--- src/rtl/lramt_pkg.sv ---
// ----------------------------------------------------------------------------
// lramt_pkg: shared types and constants of the range-add max tree
// node word layout, controller states, command and status bundles
// ----------------------------------------------------------------------------
package lramt_pkg;

   localparam int LEAVES_DEF  = 1024;
   localparam int LC_REG_W    = 11;
   localparam int IDX_IN_W    = 10;
   localparam int DELTA_W     = 16;
   localparam int MAX_W       = 32;
   localparam int SUM_W       = 48;
   localparam int PEND_W      = 32;
   localparam int REQ_TDATA_W = 40;
   localparam int RSP_TDATA_W = 88;
   localparam int PADDR_W     = 3;
   localparam int PDATA_W     = 32;

   // register byte addresses
   localparam logic [PADDR_W-1:0] ADDR_LEAF_COUNT = 3'd0;

   typedef struct packed {
      logic [SUM_W-1:0]  sum;
      logic [MAX_W-1:0]  max;
      logic [PEND_W-1:0] pend;
   } node_word_type;

   localparam int NODE_WORD_W = SUM_W + MAX_W + PEND_W;

   typedef enum logic [1:0] {
      PH_ENTER,
      PH_RIGHT,
      PH_JOIN
   } phase_type;

   typedef enum logic [3:0] {
      ST_CLEAR,
      ST_IDLE,
      ST_VISIT,
      ST_NODE,
      ST_COVER,
      ST_PD_RD_L,
      ST_PD_WR_L,
      ST_PD_WR_R,
      ST_JOIN_RD_R,
      ST_JOIN_WR,
      ST_DONE
   } state_type;

   typedef struct packed {
      logic clear_init;
      logic clear_step;
      logic start;
      logic load_rsp;
      logic rd_node;
      logic rd_lc;
      logic rd_rc;
      logic mul_cover;
      logic mul_left;
      logic mul_right;
      logic cap_pend;
      logic cap_word;
      logic wr_cover;
      logic wr_lc;
      logic wr_rc;
      logic wr_join;
      logic pop;
      logic push_left;
      logic push_right;
   } dp_cmd_type;

   typedef struct packed {
      logic      clear_last;
      logic      range_ok;
      phase_type phase;
      logic      disjoint;
      logic      covered;
      logic      pend_zero;
      logic      stack_empty;
      logic      rsp_free;
   } dp_status_type;

endpackage

--- src/rtl/lramt_ctrl.sv ---
// ----------------------------------------------------------------------------
// lramt_ctrl: sequencer of the range-add max tree
// clear sweep, stack walk, push-down, join and result hand-off
// ----------------------------------------------------------------------------
module lramt_ctrl (
   input  logic                     clock,
   input  logic                     reset,
   input  logic                     req_tvalid,
   output logic                     req_tready,
   input  logic                     cfg_wr,
   input  lramt_pkg::dp_status_type status,
   output lramt_pkg::dp_cmd_type    cmd
);

   lramt_pkg::state_type state_ff, state_in;

   always_ff @(posedge clock) begin
      if (reset) begin
         state_ff <= lramt_pkg::ST_CLEAR;
      end else begin
         state_ff <= state_in;
      end
   end

   // next state
   always_comb begin
      state_in = state_ff;
      unique case (state_ff)
         lramt_pkg::ST_CLEAR: begin
            if (!cfg_wr && status.clear_last) state_in = lramt_pkg::ST_IDLE;
         end
         lramt_pkg::ST_IDLE: begin
            if (cfg_wr) begin
               state_in = lramt_pkg::ST_CLEAR;
            end else if (req_tvalid) begin
               state_in = status.range_ok ? lramt_pkg::ST_VISIT : lramt_pkg::ST_DONE;
            end
         end
         lramt_pkg::ST_VISIT: begin
            unique case (status.phase)
               lramt_pkg::PH_ENTER: begin
                  if (!status.disjoint) begin
                     state_in = lramt_pkg::ST_NODE;
                  end else if (status.stack_empty) begin
                     state_in = lramt_pkg::ST_DONE;
                  end
               end
               lramt_pkg::PH_RIGHT: state_in = lramt_pkg::ST_VISIT;
               lramt_pkg::PH_JOIN:  state_in = lramt_pkg::ST_JOIN_RD_R;
               default:             state_in = lramt_pkg::ST_VISIT;
            endcase
         end
         lramt_pkg::ST_NODE: begin
            priority if (status.covered) begin
               state_in = lramt_pkg::ST_COVER;
            end else if (status.pend_zero) begin
               state_in = lramt_pkg::ST_VISIT;
            end else begin
               state_in = lramt_pkg::ST_PD_RD_L;
            end
         end
         lramt_pkg::ST_COVER, lramt_pkg::ST_JOIN_WR: begin
            state_in = status.stack_empty ? lramt_pkg::ST_DONE : lramt_pkg::ST_VISIT;
         end
         lramt_pkg::ST_PD_RD_L:   state_in = lramt_pkg::ST_PD_WR_L;
         lramt_pkg::ST_PD_WR_L:   state_in = lramt_pkg::ST_PD_WR_R;
         lramt_pkg::ST_PD_WR_R:   state_in = lramt_pkg::ST_VISIT;
         lramt_pkg::ST_JOIN_RD_R: state_in = lramt_pkg::ST_JOIN_WR;
         lramt_pkg::ST_DONE: begin
            if (status.rsp_free) state_in = lramt_pkg::ST_IDLE;
         end
         default: state_in = lramt_pkg::ST_CLEAR;
      endcase
   end

   // outputs
   always_comb begin
      cmd        = '0;
      req_tready = 1'b0;
      unique case (state_ff)
         lramt_pkg::ST_CLEAR: begin
            cmd.clear_init = cfg_wr;
            cmd.clear_step = !cfg_wr;
         end
         lramt_pkg::ST_IDLE: begin
            req_tready     = !cfg_wr;
            cmd.clear_init = cfg_wr;
            cmd.start      = !cfg_wr && req_tvalid;
         end
         lramt_pkg::ST_VISIT: begin
            unique case (status.phase)
               lramt_pkg::PH_ENTER: begin
                  cmd.pop     = status.disjoint;
                  cmd.rd_node = !status.disjoint;
               end
               lramt_pkg::PH_RIGHT: cmd.push_right = 1'b1;
               lramt_pkg::PH_JOIN:  cmd.rd_lc      = 1'b1;
               default:             cmd.pop        = 1'b0;
            endcase
         end
         lramt_pkg::ST_NODE: begin
            cmd.mul_cover = status.covered;
            cmd.push_left = !status.covered && status.pend_zero;
            cmd.cap_pend  = !status.covered && !status.pend_zero;
         end
         lramt_pkg::ST_COVER: begin
            cmd.wr_cover = 1'b1;
            cmd.pop      = 1'b1;
         end
         lramt_pkg::ST_PD_RD_L: begin
            cmd.rd_lc    = 1'b1;
            cmd.mul_left = 1'b1;
         end
         lramt_pkg::ST_PD_WR_L: begin
            cmd.wr_lc     = 1'b1;
            cmd.rd_rc     = 1'b1;
            cmd.mul_right = 1'b1;
         end
         lramt_pkg::ST_PD_WR_R: begin
            cmd.wr_rc     = 1'b1;
            cmd.push_left = 1'b1;
         end
         lramt_pkg::ST_JOIN_RD_R: begin
            cmd.cap_word = 1'b1;
            cmd.rd_rc    = 1'b1;
         end
         lramt_pkg::ST_JOIN_WR: begin
            cmd.wr_join = 1'b1;
            cmd.pop     = 1'b1;
         end
         lramt_pkg::ST_DONE: begin
            cmd.load_rsp = status.rsp_free;
         end
         default: cmd = '0;
      endcase
   end

endmodule

--- config.mk ---
export PLATFORM = sky130hd
export DESIGN_NAME = lramt_ctrl
export DESIGN_NICKNAME = d
export VERILOG_FILES = /design/src/rtl/lramt_pkg.sv /design/src/rtl/lramt_ctrl.sv
export SDC_FILE = /design/constraint.sdc
export NUM_CORES = 1
export LEC_CHECK = 0
export ABC_AREA = 1
export BUFFER_PORTS_ARGS = -buffer_cell sky130_fd_sc_hd__buf_2
export CAP_MARGIN = 10
export CORE_AREA = 5 5 42 44
export DETAILED_ROUTE_END_ITERATION = 8
export DIE_AREA = 0 0 47 49
export PLACE_DENSITY = 0.74
export SETUP_SLACK_MARGIN = 0.15
export SYNTH_ARGS = -nofsm -noshare
export SYNTH_HDL_FRONTEND = slang
export SYNTH_SLANG_ARGS = --single-unit
export TNS_END_PERCENT = 20
--- constraint.sdc ---
create_clock -name clock -period 1.7 [get_ports clock]
set_input_delay 0.255 -clock clock [delete_from_list [all_inputs] [get_ports clock]]
set_output_delay 0.255 -clock clock [all_outputs]
set_load 0.03 [all_outputs]
Word level (Yosys, flattened, before mapping)

Cells that the tools add are included.
W data, S select, Z words.

Eq/ne operators: 16
Multiplexer cells: 35
Reduce and logical (&&, ||, !) cells: 14

Operators by type and width:

| kind                 | count |
|---|---|
| $pmux W4 S10         | 1 |
| $mux W4              | 8 |
| $mux W1              | 20 |
| $eq A4 B3 Y1 const B | 4 |
| $eq A4 B4 Y1 const B | 3 |
| $eq A4 B2 Y1 const B | 2 |
| $pmux W4 S2          | 1 |
| $mux W3              | 2 |
| $pmux W1 S2          | 3 |
| $reduce_or A2 Y1     | 3 |
| $eq A4 B1 Y1 const B | 1 |
| $logic_and A1 B1 Y1  | 4 |
| $logic_not A1 Y1     | 4 |
| $logic_not A4 Y1     | 1 |
| $ne A2 B2 Y1 const B | 2 |
| $ne A4 B4 Y1 const B | 1 |
| $reduce_and A4 Y1    | 1 |
| $ne A3 B3 Y1 const B | 1 |
| $eq A2 B1 Y1 const B | 1 |
| $eq A2 B2 Y1 const B | 1 |
| $logic_not A2 Y1     | 1 |

Flip-flop bits (word level): 4
Output and inout bits: 20

Logic depth before layout (Yosys ltp)

Depth in word-level cells: 4
Mapped depth: 8
Depth with buffers taken out: 8

Worst setup path before layout

OpenSTA, ideal clock, no wires.

Kind: register to output
Start point: reg state_ff[2]
End point: out cmd[16] in the netlist's numbering
Arrival time: 1.345 ns
Data required time: 1.445 ns
Slack: 0.100 ns
Cell stages (with the launch flop): 4
Buffers on the path: 0
Cells stage by stage: dfxtp_1 -> nor2_4 -> inv_2 -> nor3b_1

RTL lines:

| what                   | RTL line         | RTL |
|---|---|---|
| start, declared        | lramt_ctrl.sv:15 | `lramt_pkg::state_type state_ff, state_in;` |
| start signal, assigned | lramt_ctrl.sv:19 | `state_ff <= lramt_pkg::ST_CLEAR;` |
| start signal, assigned | lramt_ctrl.sv:21 | `state_ff <= state_in;` |
| end, declared          | lramt_ctrl.sv:12 | `output lramt_pkg::dp_cmd_type cmd` |

==> metrics.md <==
| Metric | Value |
|---|---|
| Worst-margin pin slew | 0.319 ns |
| Clock sinks | 4 |
| Sequential area share after synthesis | 0.155 |
| HP Class | in -> reg |
| Global-route wire length before repair | around 2500 um |
| Worst hold slack | 0.224 ns |
| CTS Buffer Depth | 2 |
| Most flop-heavy register | state_ff |
| Routed vias | between 700 and 800 |
| Clk slew on worst S/H paths | around 0.040 ns |
| Post-route ant nets | 0 |
| Slew Limit Fails | 0 |
| Switching power total | about 0.18 mW |
| Cells after synthesis | 99 |
| Synth warn | 0 |
| Power share of the clock group | 0.262 |
| Final setup TNS | 0 ns |
| I/O pin count | 33 |
| Worst Clk Skew | 0.00115 ns |
| Number of port buffers | 32 |
| Mapped Area | around 520 um^2 |
| Most frequent cells in the layout | buf_2, nand2_1, inv_1 |
| Worst setup margin | approximately 0.18 ns |
| Worst skew pair latency | around 0.23 ns |
| Register area | about 90 um^2 |
| Multi-input logic area | 372 um^2 |
| Leakage | a little over 0.5 nW |
| Unrepaired setup endpoints after global routing | yes |
| Initial Util | 0.370 |
| Vias/cell | between 4 and 5 |
| Vias in the first global route | roughly 640 |
| Pre-CTS WS | about 0.32 ns |
| Ant. Diodes | 0 |
| Core area | 1400 um^2 |
| Die area | about 2300 um^2 |
| Initial antenna violation count | 0 |
| Core Rows | 14 |
| Yosys reg bits | 4 |
| Max stage delay on crit path | a little under 0.4 ns |
| DRT Pass-1 Iters | 4 |
| CP Launch Type | register |
| Post-route DRC | 0 |
| GRT Overall Usage | 0.136 |
| Largest net degree at the start of global routing | 7 |
| Unique masters post-synth | 20 |
| Root buffer cell | clkbuf_4 |
| Iteration-0 DRC Markers | 20 |
| Critical path's most frequent cell | inv_4 |
| Chip width | about 47 um |
| Worst-path cell chain | inv_4, nor2_4, nand2_2, inv_4, a31o_4, buf_6 |
| Int Power | between 0.2 and 0.3 mW |
| Pwr Density | approximately 550 nW/um^2 |
| TritonCTS clock tree | yes |
| Commonest non-fill, non-tap cell in the layout | buf_2 |
| TritonCTS buffer count | 3 |
| Final hold violations | 0 |
| WL/cell | around 11 um |
| VDD IR max | about 0.00030 V |
| Nets | 150 |
| Hold buffer count at cts | 0 |
| WL final | approximately 1600 um |
| Sequential share of power | 0.281 |
| Slew margin rel. | 0.786 |
| Logic pwr share | 0.457 |
| Worst Path Required | approximately 1.4 ns |
| CP Capture Type | output port |
| Fraction of layout cells with a size suffix above 1 | 0.452 |
| Gp weighted congestion | a little over 0.8 |
| Net count after synthesis | approximately 110 |
| Layout area overhead | 52.2% |
| Status | complete, no violations |
| Switch share | 0.414 |
| Largest registers | state_ff (4) |
| CP arrival | between 1 and 1.5 ns |
| Fin crit period | ~1.5 ns |
| H-tree depth | 1 |
| Die height | about 49 um |
| Largest register FFs | 4 |
| Crit-path slowest cell | dfxtp_4 |
| CP Class | reg -> out |
| Number of max-cap violations | 0 |
| Grt ovf | 0 |
| Avg Inst Size Synth | around 5.2 um^2 |
| DP HPWL | between 1000 and 1500 um |
| Final Cycle Share | 0.896 |
| Fill count | approximately 160 |
| Final setup violation count | 0 |
| Critical Path Fanout Max | 6 |
| Max Freq | 0.657 GHz |
[worst paths after layout]
path              slack [ns]          end         from  cells after the start
setup / recovery        0.18       cmd[2]  state_ff[1]                      6
hold / removal          0.22  state_ff[1]        reset                      2
setup reg to reg        0.36  state_ff[0]  state_ff[1]                      9
hold reg to reg         0.55  state_ff[1]  state_ff[1]                      2
[worst max-delay path, delay by kind of cell, from the launching register on]
kind	cells	cell delay [ns]
compound gates	1	0.14
buf+inv	3	0.25
flops	1	0.39
simple gates	2	0.26
[synth_stat cells]
library cell	number	area share
nor2_4	2	0.043
o21ai_0	1	0.0097
inv_1	17	0.12
nor2_2	3	0.036
nor2_1	17	0.12
nor3b_1	1	0.014
nand3_2	1	0.019
buf_4	1	0.014
nand2_2	3	0.036
nor3_1	2	0.019
nand2_1	22	0.16
a21oi_1	4	0.039
nand3_1	11	0.11
a31o_2	1	0.017
nand3b_1	1	0.014
or2_2	1	0.012
inv_2	5	0.036
o21ai_1	1	0.0097
dfxtp_1	4	0.15
a31oi_1	1	0.012
[layer usage]
metal / global-route usage / part of all wire / vias up
li1: - / - / 373
met1: 0.191 / 0.42 / 319
met2: 0.215 / 0.48 / 30
met3: 0.0185 / 0.096 / 0
met4: 0.0276 / 0 / 0
met5: 0 / 0 / -
[area by class of cell]
type / count / area share
multi-input cells: 72 / 0.471
repair buffers: 34 / 0.249
well taps: 16 / 0.0254
flip-flops and latches: 4 / 0.114
clock buffers: 3 / 0.0286
inverters: 22 / 0.111
[power groups by stage]
| stage | logic (mW) | registers, mW | clock network, mW |
|---|---|---|---|
| after floorplan | 0.131 | 0.115 | 0 |
| after global placement | 0.180 | 0.118 | 0 |
| after detailed placement | 0.182 | 0.118 | 0 |
| after CTS | 0.187 | 0.119 | 0.116 |
| after global routing | 0.219 | 0.124 | 0.125 |
| final | 0.197 | 0.121 | 0.113 |
[cells by family after synthesis]
family                 count (synthesis)  synth area share
DFF                                    4             0.155
buffers and inverters                 23             0.174
and+or+nand+nor                       64             0.585
AOI/OAI and AO/OA                      8            0.0870
[metrics by stage]
| step | power [mW] | area (um^2) | util | instances |
|---|---|---|---|---|
| global route | 0.467 | 788 | 0.563 | 151 |
| global placement | 0.298 | 696 | 0.496 | 146 |
| detailed placement | 0.300 | 696 | 0.496 | 146 |
| CTS | 0.422 | 736 | 0.525 | 150 |
| finish | 0.431 | 788 | 0.563 | 151 |
| floorplan | 0.247 | 523 | - | 99 |
[what timing repair did]
action	4_1_cts	5_1_grt
cloned	0	0
gates resized for setup	6	17
buffers inserted	1	1
endpoints found under the setup margin	7	10
pin swaps	1	3
Power figures use the tool's default switching activity.
